===== src/hw/rtl/tbit_pkg.sv =====
// shared constants, operation codes and types of the timebase and interval timer
package tbit_pkg;

  localparam int OP_W    = 3;
  localparam int WORD_W  = 36;
  localparam int LOW_W   = 35;
  localparam int TB_W    = 59;
  localparam int TTG_W   = 37;
  localparam int HW_BITS = 12;
  localparam int TB_LO_W = LOW_W - HW_BITS;

  localparam logic [OP_W-1:0] OP_TICK   = 3'd0;
  localparam logic [OP_W-1:0] OP_RD_TB  = 3'd1;
  localparam logic [OP_W-1:0] OP_WR_TB  = 3'd2;
  localparam logic [OP_W-1:0] OP_RD_IV  = 3'd3;
  localparam logic [OP_W-1:0] OP_WR_IV  = 3'd4;

  localparam logic signed [TTG_W-1:0] HW_INCR  = 37'sd4096;
  localparam logic [WORD_W-1:0]       Q_INCR   = 36'd4096;

  typedef struct packed {
    logic [WORD_W-1:0] read_high;
    logic [LOW_W-1:0]  read_low;
    logic              expired;
    logic [WORD_W-1:0] quantum;
  } res_t;

endpackage


===== src/hw/rtl/tbit_if.sv =====
// valid/ready channel interfaces for timer requests and results
interface tbit_in_if import tbit_pkg::*; ();
  logic              valid;
  logic              ready;
  logic [OP_W-1:0]   op;
  logic [WORD_W-1:0] word_high;
  logic [WORD_W-1:0] word_low;
  logic              pi_active;

  modport source (output valid, op, word_high, word_low, pi_active, input ready);
  modport sink   (input valid, op, word_high, word_low, pi_active, output ready);
endinterface

interface tbit_out_if import tbit_pkg::*; ();
  logic              valid;
  logic              ready;
  logic [WORD_W-1:0] read_high;
  logic [LOW_W-1:0]  read_low;
  logic              expired;
  logic [WORD_W-1:0] quantum;

  modport source (output valid, read_high, read_low, expired, quantum, input ready);
  modport sink   (input valid, read_high, read_low, expired, quantum, output ready);
endinterface


===== src/hw/rtl/timebase_interval_timer.sv =====
// top level of the timebase and interval timer: handshakes, mode register, result register
//
// in_item carries one request word per handshake: op selects tick, read or
// write of the 59-bit timebase, or read or write of the interval period.
// out_res returns exactly one result word per request, in order: the read
// data, the expired flag of a tick and the quantum count after the request.
// cfg_wr_en with cfg_wr_data writes its_mode, which enables quantum counting
// on ticks; write it only while no request is outstanding.
// The state is updated in the cycle a request is taken and the result sits in
// the output register from the next cycle on.
// One request is taken every cycle while the output register is empty or is
// being emptied in the same cycle.
// When the receiver stalls, the result is held and in_item.ready drops until
// the result is taken; nothing is lost.
// Synchronous reset clears the timebase, period, time-to-go, quantum count,
// its_mode and the output valid flag.
module timebase_interval_timer import tbit_pkg::*; (
  input  logic        clk,
  input  logic        rst_n,
  tbit_in_if.sink     in_item,
  tbit_out_if.source  out_res,
  input  logic        cfg_wr_en,
  input  logic        cfg_wr_data
);

  logic its_mode_r;
  logic out_valid_r;
  res_t res_r;
  res_t res;
  logic accept;

  assign in_item.ready = !out_valid_r || out_res.ready;
  assign accept        = in_item.valid && in_item.ready;

  tbit_core u_core (
    .clk       (clk),
    .rst_n     (rst_n),
    .accept    (accept),
    .its_mode  (its_mode_r),
    .op        (in_item.op),
    .word_high (in_item.word_high),
    .word_low  (in_item.word_low),
    .pi_active (in_item.pi_active),
    .res       (res)
  );

  always_ff @(posedge clk) begin
    if (!rst_n) begin
      its_mode_r <= 1'b0;
    end else if (cfg_wr_en) begin
      its_mode_r <= cfg_wr_data;
    end
  end

  always_ff @(posedge clk) begin
    if (!rst_n) begin
      out_valid_r <= 1'b0;
    end else if (accept) begin
      out_valid_r <= 1'b1;
    end else if (out_res.ready) begin
      out_valid_r <= 1'b0;
    end
  end

  always_ff @(posedge clk) begin
    if (accept) begin
      res_r <= res;
    end
  end

  assign out_res.valid     = out_valid_r;
  assign out_res.read_high = res_r.read_high;
  assign out_res.read_low  = res_r.read_low;
  assign out_res.expired   = res_r.expired;
  assign out_res.quantum   = res_r.quantum;

`ifndef SYNTHESIS
  a_accept_gives_result: assert property (@(posedge clk) disable iff (!rst_n)
    accept |=> out_res.valid)
    else $error("accepted word produced no result");

  a_expired_only_on_tick: assert property (@(posedge clk) disable iff (!rst_n)
    accept && (in_item.op != OP_TICK) |=> !out_res.expired)
    else $error("expired raised by a non-tick word");

  a_read_keeps_quantum: assert property (@(posedge clk) disable iff (!rst_n)
    accept && (in_item.op == OP_RD_TB) ##1 accept && (in_item.op == OP_RD_IV)
    |=> out_res.quantum == $past(out_res.quantum))
    else $error("quantum changed across reads");

  a_no_read_data_on_write: assert property (@(posedge clk) disable iff (!rst_n)
    accept && (in_item.op == OP_WR_TB || in_item.op == OP_WR_IV)
    |=> out_res.read_high == '0 && out_res.read_low == '0)
    else $error("read data returned on a write");
`endif

endmodule


===== src/hw/rtl/tbit_core.sv =====
// timer state registers and the per-word update and read logic
module tbit_core import tbit_pkg::*; (
  input  logic              clk,
  input  logic              rst_n,
  input  logic              accept,
  input  logic              its_mode,
  input  logic [OP_W-1:0]   op,
  input  logic [WORD_W-1:0] word_high,
  input  logic [WORD_W-1:0] word_low,
  input  logic              pi_active,
  output res_t              res
);

  logic [TB_W-1:0]          tb_r, tb_nxt;
  logic [WORD_W-1:0]        period_r, period_nxt;
  logic signed [TTG_W-1:0]  ttg_r, ttg_nxt, ttg_dec;
  logic [WORD_W-1:0]        quantum_r, quantum_nxt;

  assign ttg_dec = ttg_r - HW_INCR;

  always_comb begin
    tb_nxt      = tb_r;
    period_nxt  = period_r;
    ttg_nxt     = ttg_r;
    quantum_nxt = quantum_r;
    res         = '0;
    unique case (op)
      OP_TICK: begin
        tb_nxt = tb_r + TB_W'(1);
        if (ttg_dec <= 0) begin
          ttg_nxt     = signed'({1'b0, period_r});
          res.expired = 1'b1;
        end else begin
          ttg_nxt = ttg_dec;
        end
        if (its_mode && !pi_active) begin
          quantum_nxt = quantum_r + Q_INCR;
        end
      end
      OP_RD_TB: begin
        res.read_high = tb_r[TB_W-1 -: WORD_W];
        res.read_low  = {tb_r[TB_LO_W-1:0], {HW_BITS{1'b0}}};
      end
      OP_WR_TB: begin
        tb_nxt = {word_high, word_low[LOW_W-1:HW_BITS]};
      end
      OP_RD_IV: begin
        res.read_high = period_r;
      end
      OP_WR_IV: begin
        period_nxt = word_high;
        ttg_nxt    = signed'({1'b0, word_high});
      end
      default: begin
      end
    endcase
    res.quantum = quantum_nxt;
  end

  always_ff @(posedge clk) begin
    if (!rst_n) begin
      tb_r      <= '0;
      period_r  <= '0;
      ttg_r     <= '0;
      quantum_r <= '0;
    end else if (accept) begin
      tb_r      <= tb_nxt;
      period_r  <= period_nxt;
      ttg_r     <= ttg_nxt;
      quantum_r <= quantum_nxt;
    end
  end

endmodule

===== src/flat_wrapper.sv =====
// flat-port wrapper written by rule: the top's interface ports become plain ports
module timebase_interval_timer_flat import tbit_pkg::*;
  (clk, rst_n, cfg_wr_en, cfg_wr_data, in_item_valid, in_item_op, in_item_word_high, in_item_word_low, in_item_pi_active, in_item_ready, out_res_valid, out_res_read_high, out_res_read_low, out_res_expired, out_res_quantum, out_res_ready);
  tbit_in_if in_item_i ();
  tbit_out_if out_res_i ();
  input  logic clk;
  input  logic rst_n;
  input  logic cfg_wr_en;
  input  logic cfg_wr_data;
  input wire logic [$bits(in_item_i.valid)-1:0] in_item_valid;
  input wire logic [$bits(in_item_i.op)-1:0] in_item_op;
  input wire logic [$bits(in_item_i.word_high)-1:0] in_item_word_high;
  input wire logic [$bits(in_item_i.word_low)-1:0] in_item_word_low;
  input wire logic [$bits(in_item_i.pi_active)-1:0] in_item_pi_active;
  output wire logic [$bits(in_item_i.ready)-1:0] in_item_ready;
  output wire logic [$bits(out_res_i.valid)-1:0] out_res_valid;
  output wire logic [$bits(out_res_i.read_high)-1:0] out_res_read_high;
  output wire logic [$bits(out_res_i.read_low)-1:0] out_res_read_low;
  output wire logic [$bits(out_res_i.expired)-1:0] out_res_expired;
  output wire logic [$bits(out_res_i.quantum)-1:0] out_res_quantum;
  input wire logic [$bits(out_res_i.ready)-1:0] out_res_ready;
  assign in_item_i.valid = in_item_valid;
  assign in_item_i.op = in_item_op;
  assign in_item_i.word_high = in_item_word_high;
  assign in_item_i.word_low = in_item_word_low;
  assign in_item_i.pi_active = in_item_pi_active;
  assign in_item_ready = in_item_i.ready;
  assign out_res_valid = out_res_i.valid;
  assign out_res_read_high = out_res_i.read_high;
  assign out_res_read_low = out_res_i.read_low;
  assign out_res_expired = out_res_i.expired;
  assign out_res_quantum = out_res_i.quantum;
  assign out_res_i.ready = out_res_ready;
  timebase_interval_timer u_core (.clk(clk), .rst_n(rst_n), .in_item(in_item_i), .out_res(out_res_i), .cfg_wr_en(cfg_wr_en), .cfg_wr_data(cfg_wr_data));
endmodule

===== config.mk =====
export PLATFORM = sky130hd
export DESIGN_NAME = timebase_interval_timer_flat
export DESIGN_NICKNAME = d
export VERILOG_FILES = /design/src/hw/rtl/tbit_pkg.sv /design/src/hw/rtl/tbit_if.sv /design/src/hw/rtl/timebase_interval_timer.sv /design/src/hw/rtl/tbit_core.sv /design/src/flat_wrapper.sv
export SDC_FILE = /design/constraint.sdc
export NUM_CORES = 1
export LEC_CHECK = 0
export ABC_CLOCK_PERIOD_IN_PS = 4910
export BUFFER_PORTS_ARGS = -buffer_cell sky130_fd_sc_hd__buf_2
export CORE_MARGIN = 2
export CORE_UTILIZATION = 35
export DETAILED_ROUTE_END_ITERATION = 10
export GPL_TIMING_DRIVEN = 0
export PLACE_DENSITY = 0.54
export SLEW_MARGIN = 20
export SYNTH_ARGS = -nofsm -noshare
export SYNTH_HDL_FRONTEND = slang
export SYNTH_SLANG_ARGS = --single-unit

===== constraint.sdc =====
create_clock -name clk -period 4.91 [get_ports clk]
set_input_delay 1.2275 -clock clk [delete_from_list [all_inputs] [get_ports clk]]
set_output_delay 1.2275 -clock clk [all_outputs]
set_load 0.05 [all_outputs]

==> metrics.csv, run 1 <==
stage;metric;value;unit
timing;setup_viol;0;
worst_setup_path;end_kind;flop;
clock_network;path_clk_slew;60;ps
placed_design;numPortBuffers;152;
placed_design;pre_cts_slack;262;ps
worst_setup_path;arrival;4570;ps
timing;setup_ws;813;ps
clock_network;root_buffer;clkbuf_16;
route;antenna_left;0;
yosys;synth.ff_latch_count;242;
job;max-cap-violations;0;
yosys;yosysUniqueCellTypes;70;
power;finalPower;5.90;mW
worst_hold_path;worstHoldPathType;reg -> reg;
worst_setup_path;r2r_start;u_core.u_core.ttg_r[12];
yosys;synth-edff-count;84;
timing;clock_skew;30.1;ps
floorplan;die_area;37300;µm²
worst_setup_path;required;5390;ps
power;ir_worst_vdd;0.000211;V
global_route;grt_pass1_vias;11345;
power;p_leak;5.37;nW
floorplan;start_util;35.4;%
worst_setup_path;critPathLaunchType;input port;
route;finalWirelength;48.2;mm
placed_design;gp_congestion;0.990;
worst_setup_path;cpPeakStageDelay;720;ps
timing;clock.fmax;0.244;GHz
global_route;overflow;0;
route;vias;12299;
clock_network;ctsHoldBuffers;0;
floorplan;chipHeight;193;µm
worst_setup_path;crit_top_cell;nor4_1;
timing;post-route-period-util;83.4;%
worst_setup_path;path_delay_family;simple AND/OR/NAND/NOR gates;
power;power.density;396;nW/µm²
yosys;ys.warnings.count;0;
worst_setup_path;critPathBufInv;1;
yosys;syn_inst;1481;
route;dr.first_iter.drc_count;1373;
global_route;grt_usage;25.1;%
route;drt_pass1_iterations;6;
worst_hold_path;hold_end;u_core.u_core.period_r[6];
cells_and_area;layout-drive-gt1-share;15.5;%
cells_and_area;finalCoreUtilization;42.1;%
worst_setup_path;r2r_cells;11;
yosys;synth_flop_cell;dfxtp_1;
global_route;grt_max_degree;85;
cells_and_area;fin_nets;1773;
yosys;seq_area_frac_synth;45.4;%
outcome;outcome;completed;
worst_setup_path;crit_path_top_delay_cell;nor4_1;
global_route;antenna_found_initial;3;
clock_network;clockBufferDepth;3;
timing;worst_pin_slew;1040;ps
worst_setup_path;crit_fanout;9;
floorplan;coreArea;35400;µm²
timing;fin_crit;4100;ps
timing;slew_violations;0;
yosys;synth_top_cell_area_share;25.3;%
timing;relSlewSlack;31.0;%
floorplan;rows;69;
yosys;yosysTopAreaCell;dfxtp_1;
timing;tns;0;ps
clock_network;insertion_delay;570;ps
cells_and_area;area_growth_syn_to_layout;18.9;%
clock_network;cts_sinks;242;
timing;rsz0062_at_grt;false;
global_route;grt_pass1_wl;70.4;mm
route;routed_via_density;5.66;
yosys;synthArstFlopShare;0;%
route;wl_per_cell;22.2;µm
yosys;synthTopCellsByArea;dfxtp_1 25%, edfxtp_1 20%, nand2_1 6.4%, a21oi_1 4.8%, nor2_1 4.0%;
timing;hold_viol_final;0;
clock_network;cts_resized;0;
clock_network;postCtsSetupRepairBufs;0;
worst_setup_path;cp_cell_sequence;clkbuf_1, nor4_1, nand4_1, nor4_1, nor4b_1, nand2_1, nor4_1, o21bai_1;
worst_hold_path;hold_depth;2;
worst_setup_path;crit_type;in -> reg;
yosys;syn-cell-area;12500;µm²
floorplan;die_w;193;µm
placed_design;dpl.hpwl;35.9;mm
clock_network;ctsHtreeMaxLevel;1;
clock_network;numCtsBuffers;28;
worst_setup_path;r2r_end;u_core.u_core.ttg_r[11];
clock_network;tritoncts;done;
worst_setup_path;reg2reg_slack;1030;ps
floorplan;io-pin-count;192;
route;drc;0;
yosys;avgSynthCellArea;8.45;µm²
worst_hold_path;hp-start;u_core.u_core.period_r[6];
-- synth_stat cells (17+ instances only) --
cell        n
a211oi_1   21
a21oi_1   119
a22o_1     36
a22oi_1    18
a311oi_1   18
a31oi_1    18
and2_1     33
and3_1     17
buf_4      25
clkbuf_1   79
dfxtp_1   158
edfxtp_1   84
inv_1      36
nand2_1   212
nand3_1    51
nand4_1    25
nor2_1    133
nor3_1     43
nor4_1     19
o21ai_0    95
o21ai_1    21
o22ai_1    20
xnor2_1    38
xor2_1     19
-- state kept, by name, indices dropped and copies added (netlist names) --
register                  cells
u_core.u_core.tb_r           59
u_core.u_core.ttg_r          37
u_core.out_res.read_high     36
u_core.u_core.period_r       36
u_core.out_res.quantum       24
u_core.u_core.quantum_r      24
u_core.out_res.read_low      23
u_core.its_mode_r             1
u_core.out_res.expired        1
u_core.out_res.valid          1
-- metal layers --
metal / share of wire [%] / global-route usage (%) / vias to the layer above
met5: 0 / 0 / -
met4: 3.6 / 9.91 / 0
met3: 7.4 / 3.22 / 102
met2: 45 / 39.8 / 580
met1: 44 / 34.8 / 5835
li1: - / - / 5782
-- power by group --
| part | total, mW | leakage, nW | switching [mW] | internal (mW) |
|---|---|---|---|---|
| Clock | 2.06 | 0.436 | 0.884 | 1.18 |
| Combinational | 1.62 | 2.81 | 1.12 | 0.492 |
| Sequential | 2.22 | 2.12 | 0.0731 | 2.15 |
| Total | 5.90 | 5.37 | 2.08 | 3.82 |
-- cell usage in the layout, fill, tap and decap left out, drive strengths merged, types with 4 or more instances in the layout --
cell type,count
a21oi,120
a22o,36
or3,12
conb,24
and3,17
o22ai,20
inv,36
xnor2,38
nand4,25
buf,201
nand2,212
a31oi,18
a211oi,21
nor4b,5
clkinv,9
nand3,51
clkbuf,117
a311oi,18
nor3,44
xor2,19
o211ai,11
nor2,133
nor4,22
or4,11
and2,33
o21ai,116
and4,4
edfxtp,84
dfxtp,158
o221ai,7
o221a,4
nand2b,4
a41oi,4
o31ai,7
a22oi,18
ha,4
-- layout make-up --
type,instances,area [µm²]
tap,461,577
inverter,36,135
antenna,3,7.51
fill,3588,20500
buffer,127,611
sequential,242,5690
timing repair buffer,153,788
clock inverter,13,101
clock buffer,38,790
multi-input combinational,1099,6200
-- stage by stage --
stage               hold WS [ps]  instance area (µm²)  cells
global route                 510                14900   2172
CTS                          478                14900   2169
finish                       482                14900   2172
global placement             465                13900   2117
floorplan                    442                12600   1504
detailed placement           469                14000   2118
-- kinds of logic (layout without fill, tap and decap cells) --
kind of cell | after synthesis | in the layout | share of synthesized area [%]
simple gates | 579 | 579 | 21.9
xor+xnor | 57 | 57 | 3.99
compound gates | 429 | 429 | 21.9
other cells | 1 | 27 | 0.0300
mux | 6 | 6 | 0.510
buf+inv | 163 | 367 | 5.88
flops | 242 | 242 | 45.4
fa+ha+maj | 4 | 4 | 0.400
-- how the worst max path moves through the flow --
stage / depth (start not counted) / to / startpoint
5_1_grt: 8 / u_core.u_core.quantum_r[35] / in_item_op[1]
6_report: 8 / u_core.u_core.quantum_r[35] / in_item_op[1]
2_1_floorplan: 7 / u_core.u_core.quantum_r[25] / out_res_ready
3_5_place_dp: 8 / u_core.u_core.quantum_r[35] / in_item_op[1]
4_1_cts: 8 / u_core.u_core.quantum_r[35] / in_item_op[1]
3_3_place_gp: 8 / u_core.u_core.quantum_r[35] / in_item_op[1]
-- worst min-delay path, stage by stage, from the launching register on --
cell and delay [ps]:
dfxtp_1 320, nand2_1 60, a21oi_1 50
(Power assumes the default switching activity.)
==> inputs of run 2 (changes only) <==
- ABC_AREA: not set -> 1
- ABC_CLOCK_PERIOD_IN_PS: 4910 -> 3400
- PLACE_DENSITY: 0.54 -> 0.53
- clock period: 4.91 -> 3.4 ns (I/O delays scaled with it)
==> run 2 against run 1 <==
Sequential share of layout area down 2.0 points. Worst hold slack worse by 7.4 ps. Critical path type unchanged. Via count up 6.5%. Count of clock-buffer cells in the layout up 3.
==> metrics.csv, run 2 <==
stage;metric;value;unit;change
timing;slew_violations;0;;unchanged
cells_and_area;layout_commonest_cell;nand2_1;;
clock_network;path_clk_slew;60;ps;about the same
cells_and_area;finalNonFillerCells;2546;;+17%
timing;clock_skew;14.9;ps;-15.1 ps
global_route;overflow;0;;unchanged
floorplan;rows;71;;+2.9%
worst_setup_path;critPathLaunchType;input port;;
cells_and_area;layout-drive-gt1-share;13.9;%;-1.6 points
power;ir_worst_vdd;0.000340;V;+61%
worst_hold_path;hold_depth;2;;unchanged
power;p_leak;6.48;nW;+21%
cells_and_area;final_cell_mix;330 x nand2_1, 236 x inv_1, 204 x nor2_1;;
clock_network;tritoncts;done;;
yosys;synthTopCellsByArea;dfxtp_1 24%, edfxtp_1 19%, nand2_1 9.4%, inv_1 6.7%, a21oi_1 5.9%;;
clock_network;ctsHtreeMaxLevel;1;;unchanged
placed_design;numPortBuffers;151;;-0.66%
route;antenna_left;0;;unchanged
worst_hold_path;worstHoldPathType;reg -> reg;;
yosys;yosysUniqueCellTypes;42;;-40%
outcome;outcome;completed;;
cells_and_area;top_regs;u_core.u_core.tb_r (59), u_core.u_core.ttg_r (37);;
worst_setup_path;crit_fanout;10;;+1
yosys;synthArstFlopShare;0;%;unchanged
clock_network;root_buffer;clkbuf_16;;
floorplan;chipHeight;198;µm;+2.7%
cells_and_area;n_antenna_cell;0;;-3
route;drc;0;;unchanged
placed_design;gp_congestion;0.986;;-0.36%
power;p_comb_share;16.6;%;-11 points
yosys;synth_top_cell_area_share;23.9;%;-1.3 points
yosys;synthTopCellsByCount;330 x nand2_1, 236 x inv_1, 204 x nor2_1, 158 x dfxtp_1, 155 x a21oi_1;;
yosys;synth_most_common_cell;nand2_1;;
route;drt_pass1_iterations;5;;-1
timing;hold_viol_final;0;;unchanged
floorplan;die_area;39300;µm²;+5.5%
worst_setup_path;end_kind;flop;;
yosys;syn_inst;1808;;+22%
yosys;syn-cell-area;13200;µm²;+5.6%
timing;setup_viol;0;;unchanged
yosys;ys.warnings.count;0;;unchanged
power;finalPower;7.72;mW;+31%
placed_design;dpl.hpwl;38.1;mm;+6.1%
floorplan;coreArea;37400;µm²;+5.7%
yosys;seq_area_frac_synth;43.0;%;-2.4 points
global_route;grt_pass1_vias;12447;;+9.7%
yosys;yosysTopAreaCell;dfxtp_1;;
cells_and_area;largest_register;u_core.u_core.tb_r;;
route;finalWirelength;48.6;mm;+0.94%
placed_design;placed_cells;2494;;+18%
yosys;synth.ff_latch_count;242;;unchanged
global_route;grt_usage;24.3;%;-0.85 points
timing;worst_pin_slew;983;ps;-52.2 ps
timing;relSlewSlack;34.0;%;+3.0 points
yosys;avgSynthCellArea;7.31;µm²;-14%
power;p_int;5.43;mW;+42%
worst_setup_path;arrival;3790;ps;-780 ps
route;vias;13103;;+6.5%
clock_network;clockBufferDepth;3;;unchanged
power;swShare;29.7;%;-5.6 points
global_route;grt_max_degree;94;;+11%
route;dr.first_iter.drc_count;1005;;-27%
floorplan;io-pin-count;192;;unchanged
job;max-cap-violations;0;;unchanged
worst_setup_path;r2r_cells;14;;+3
cells_and_area;finalCoreUtilization;42.0;%;about the same
clock_network;numCtsBuffers;28;;unchanged
yosys;synth_flop_cell;dfxtp_1;;
worst_setup_path;required;3870;ps;-1520 ps
power;p_switching;2.29;mW;+10%
timing;rsz0062_at_grt;false;;
cells_and_area;area_growth_syn_to_layout;18.9;%;about the same
cells_and_area;largest_reg_flops;59;;unchanged
clock_network;cts_sinks;242;;unchanged
route;routed_via_density;5.15;;-9.1%
clock_network;insertion_delay;560;ps;about the same
global_route;grt_pass1_wl;72.4;mm;+2.8%
power;p_clk_share;41.8;%;+6.9 points
power;seqPwrFrac;41.5;%;+3.8 points
floorplan;start_util;35.3;%;about the same
global_route;antenna_found_initial;1;;-2
cells_and_area;fin_nets;2099;;+18%
timing;post-route-period-util;97.8;%;
power;power.density;491;nW/µm²;+24%
yosys;synth-edff-count;84;;unchanged
timing;clock.fmax;0.301;GHz;
worst_setup_path;crit_type;in -> reg;;
timing;fin_crit;3320;ps;
route;wl_per_cell;19.1;µm;-14%
floorplan;die_w;198;µm;+2.7%
-- run 2: cell types whose count changed in the layout (fill, tap and decap cells not counted), sizes merged, moves of 18 or more --
cell | previous run | this run
inv | 36 | 245
nand2 | 212 | 341
nor2 | 133 | 221
nand3 | 51 | 117
xnor2 | 38 | 1
a22o | 36 | 0
a21oi | 120 | 155
and2 | 33 | 0
xor2 | 19 | 43
nand3b | 0 | 22
o22ai | 20 | 40
a22oi | 18 | 0
a311oi | 18 | 0
a31oi | 18 | 0
-- run 2: cells by family after synthesis --
logic type	Yosys count	synth area share [%]
and+or+nand+nor	801	27.3
AOI/OAI and AO/OA	365	15.4
buffers and inverters	351	10.9
DFF	242	43.0
xor gates and xnor gates	44	2.92
adders and majority gates	4	0.379
other	1	0.0284
-- run 2: what timing repair did --
| action | 4_1_cts | 5_1_grt |
|---|---|---|
| setup buffers | 0 | 0 |
| resized for setup | 0 | 1 |
| endpoints found under the setup margin | 0 | 1 |
| hold buffers | 0 | 0 |
-- run 2: area by class of cell --
| class | instances | area (µm²) |
|---|---|---|
| Timing Repair Buffer | 152 | 763 |
| Clock buffer | 41 | 843 |
| Inverter | 246 | 923 |
| Fill cell | 3915 | 21700 |
| Tap cell | 511 | 639 |
| Clock inverter | 11 | 146 |
| Buffer | 105 | 533 |
| Sequential cell | 242 | 5690 |
| Multi-Input combinational cell | 1238 | 6180 |
-- run 2: routing by layer --
layer	track usage, %	wire [µm]	share of wire (%)	up-vias
met4	7.69	1560	3.2	2
met5	0	11	0.023	-
met1	33.5	21700	45	6172
li1	-	-	-	6373
met3	3.42	3570	7.3	79
met2	39.2	21800	45	477
-- run 2: path summary, 6_finish.rpt --
check / slack [ps] / end / from
worst max-delay path: 80 / u_core.u_core.tb_r[55] / in_item_op[1]
worst max register to register: 340 / u_core.u_core.tb_r[42] / u_core.u_core.tb_r[1]
worst min register to register: 470 / u_core.u_core.ttg_r[36] / u_core.u_core.ttg_r[36]
worst min-delay path: 470 / u_core.u_core.ttg_r[36] / u_core.u_core.ttg_r[36]
-- run 2: per-stage QoR --
stage / hold slack [ps] / setup WS, ps / instance area [µm²] / TNS [ps]
3_3_place_gp: 458 / -305 / 14700 / -13160
6_report: 474 / 76.5 / 15700 / 0
2_1_floorplan: 448 / 457 / 13300 / 0
4_1_cts: 472 / 255 / 15700 / 0
5_1_grt: 499 / 31.0 / 15700 / 0
3_5_place_dp: 461 / -321 / 14700 / -5380
-- run 2: power groups by stage --
| stage | Clock (mW) | Combinational (mW) | Sequential (mW) |
|---|---|---|---|
| 3_3_place_gp | 0 | 1.27 | 3.27 |
| 4_1_cts | 3.29 | 1.28 | 3.21 |
| 3_5_place_dp | 0 | 1.28 | 3.27 |
| 2_1_floorplan | 0 | 0.720 | 3.45 |
| 6_report | 3.23 | 1.28 | 3.21 |
| 5_1_grt | 3.39 | 1.40 | 3.22 |
-- run 2: critical path: stages --
cell      delay [ps]
clkbuf_1         570
inv_1            280
nor2_1           660
inv_1            120
clkbuf_1         350
clkbuf_1         470
nand3_1          210
o211ai_1         100
a21oi_1          180
==> inputs of run 3 (changes only) <==
- CORE_ASPECT_RATIO: not set -> 1.5
- SLEW_MARGIN: 20 -> not set
==> run 3 against run 2 <==
Count of clock-buffer cells in the layout down 15. Critical endpoint is now u_core.u_core.tb_r[42]. Clock skew down 2.2 ps. Critical path type is now reg -> reg. Non-clock buffer count down 1. Sequential power about the same. Largest cell class unchanged.
==> metrics.csv, run 3 (synthesis gave the netlist of run 2 again) <==
stage;metric;value;unit;change
clock_network;insertion_delay;550;ps;about the same
route;drc;0;;unchanged
timing;hold_viol_final;0;;unchanged
worst_setup_path;crit_type;reg -> reg;;
placed_design;place_area;14700;µm²;-0.28%
cells_and_area;fin_area;15500;µm²;-1.4%
placed_design;dpl.hpwl;39.4;mm;+3.3%
floorplan;start_util;35.3;%;-0.044 points
timing;fin_crit;3080;ps;-241 ps
timing;worst_pin_slew;1280;ps;+295 ps
worst_setup_path;critPathLaunchType;flop;;
cells_and_area;largest_reg_flops;59;;unchanged
power;finalPower;7.25;mW;-6.1%
clock_network;ctsHoldBuffers;0;;unchanged
worst_setup_path;arrival;3500;ps;-290 ps
route;dr.first_iter.drc_count;764;;-24%
route;drt_pass1_iterations;8;;+3
floorplan;die_w;163;µm;-18%
clock_network;ctsHtreeMaxLevel;1;;unchanged
worst_setup_path;cp_cell_sequence;ha_1, nand2_1, inv_1, nand3_1, nor2_2, nand2_1, nor2_1, nand3b_1, nor2_1, nand2_1, o21ai_0, nand3_1, nand2_1, a21oi_1;;
power;p_int;4.99;mW;-8.1%
global_route;overflow;0;;unchanged
worst_setup_path;crit_top_cell;nand2_1;;
cells_and_area;largest_register;u_core.u_core.tb_r;;
floorplan;rows;87;;+23%
global_route;grt_max_degree;94;;unchanged
job;max-cap-violations;0;;unchanged
cells_and_area;fin_nets;2095;;-0.19%
placed_design;pre_cts_slack;-267;ps;+54.3 ps
global_route;antenna_found_initial;1;;unchanged
placed_design;numPortBuffers;151;;unchanged
outcome;outcome;completed;;
timing;post-route-period-util;90.7;%;-7.1 points
worst_hold_path;worstHoldPathType;reg -> reg;;
route;routed_via_density;5.15;;about the same
clock_network;cts_sinks;242;;unchanged
cells_and_area;top_regs;u_core.u_core.tb_r (59), u_core.u_core.ttg_r (37);;
worst_setup_path;crit_fanout;6;;-4
timing;whs;480;ps;+5.88 ps
placed_design;gp_congestion;0.978;;-0.85%
power;p_leak;6.38;nW;-1.5%
worst_setup_path;r2r_cells;14;;unchanged
global_route;grt_pass1_wl;74.2;mm;+2.4%
power;swShare;31.1;%;+1.5 points
route;finalWirelength;49.3;mm;+1.3%
worst_setup_path;critPathBufInv;1;;-4
floorplan;die_area;39400;µm²;about the same
global_route;grt_usage;24.6;%;+0.33 points
cells_and_area;final_cell_mix;330 x nand2_1, 236 x inv_1, 204 x nor2_1;;
timing;clock_skew;12.8;ps;-2.17 ps
timing;tns;0;ps;unchanged
power;p_clk_share;38.1;%;-3.7 points
clock_network;root_buffer;clkbuf_16;;
timing;clock.fmax;0.324;GHz;+7.8%
timing;slew_violations;0;;unchanged
floorplan;chipHeight;242;µm;+22%
worst_setup_path;cp_num_cells;14;;+5
floorplan;coreArea;37400;µm²;+0.12%
worst_hold_path;hold_depth;2;;unchanged
worst_setup_path;path_delay_family;simple AND/OR/NAND/NOR gates;;
cells_and_area;layout-drive-gt1-share;13.8;%;-0.051 points
floorplan;io-pin-count;192;;unchanged
timing;setup_viol;0;;unchanged
route;wl_per_cell;19.6;µm;+2.5%
cells_and_area;fillers;3994;;+2.0%
power;p_switching;2.26;mW;-1.5%
timing;relSlewSlack;14.8;%;-19 points
power;power.density;468;nW/µm²;-4.7%
clock_network;numCtsBuffers;25;;-11%
worst_setup_path;required;3820;ps;-50 ps
cells_and_area;layout_commonest_cell;nand2_1;;
clock_network;clockBufferDepth;3;;unchanged
timing;setup_ws;318;ps;+241 ps
power;p_comb_share;17.7;%;+1.1 points
cells_and_area;n_antenna_cell;0;;unchanged
cells_and_area;area_growth_syn_to_layout;17.2;%;
worst_setup_path;end_kind;flop;;
power;ir_worst_vdd;0.000471;V;+39%
global_route;grt_pass1_vias;12848;;+3.2%
power;seqPwrFrac;44.2;%;+2.7 points
worst_setup_path;cpPeakStageDelay;410;ps;-250 ps
timing;rsz0062_at_grt;false;;
route;vias;12956;;-1.1%
clock_network;tritoncts;done;;
clock_network;path_clk_slew;60;ps;about the same
route;antenna_left;0;;unchanged
worst_setup_path;crit_path_top_delay_cell;dfxtp_1;;
[run 3: cell types whose count changed in the layout (fill, tap and decap cells not counted), sizes merged]
cell and change:
clkbuf -15, bufinv -1, clkinv +7, inv +1
clkinvlp +2, buf -1
[run 3: timing repair]
| action | CTS | global route |
|---|---|---|
| resized for setup | 0 | 1 |
| setup buffers | 0 | 0 |
| setup endpoints to repair | 0 | 1 |
[run 3: worst paths after layout]
kind                            from                 endpoint  slack, ps
max reg2reg    u_core.u_core.tb_r[0]   u_core.u_core.tb_r[42]        320
min          u_core.u_core.ttg_r[36]  u_core.u_core.ttg_r[36]        480
max            u_core.u_core.tb_r[0]   u_core.u_core.tb_r[42]        320
min reg2reg  u_core.u_core.ttg_r[36]  u_core.u_core.ttg_r[36]        480
[run 3: area by class of cell]
type	instances	area, µm²	area share (%)
Inverter	246	923	5.96
Clock buffer	26	629	4.06
Tap cell	489	612	3.95
Multi-Input combinational cell	1238	6180	39.9
Buffer	105	527	3.40
Timing Repair Buffer	151	756	4.88
Sequential cell	242	5690	36.7
Clock inverter	20	174	1.12
[run 3: worst min-delay path, cell delays in order (launching register included)]
cell	delay, ps
dfxtp_1	330
nand3_1	80
inv_1	40
[run 3: layer usage]
metal  GRT usage [%]  share of wire [%]  vias to the layer above
met5               0                  0                        -
met4            13.9                6.2                        0
met3            2.43                4.8                      128
met2            46.0                 52                      408
met1            26.6                 37                     6050
li1                -                  -                     6370
[run 3: power groups by stage]
| stage | clock network [mW] | registers [mW] | logic (mW) |
|---|---|---|---|
| floorplan | 0 | 3.45 | 0.720 |
| global placement | 0 | 3.26 | 1.28 |
| detailed placement | 0 | 3.27 | 1.28 |
| CTS | 2.82 | 3.20 | 1.29 |
| global route | 2.92 | 3.22 | 1.41 |
| finish | 2.76 | 3.20 | 1.29 |
[run 3: metrics by stage]
| stage | utilization, % | std cells |
|---|---|---|
| 4_1_cts | 41.4 | 2517 |
| 5_1_grt | 41.4 | 2517 |
| 2_1_floorplan | - | 1831 |
| 6_report | 41.4 | 2517 |
| 3_5_place_dp | 39.2 | 2471 |
| 3_3_place_gp | 39.2 | 2471 |
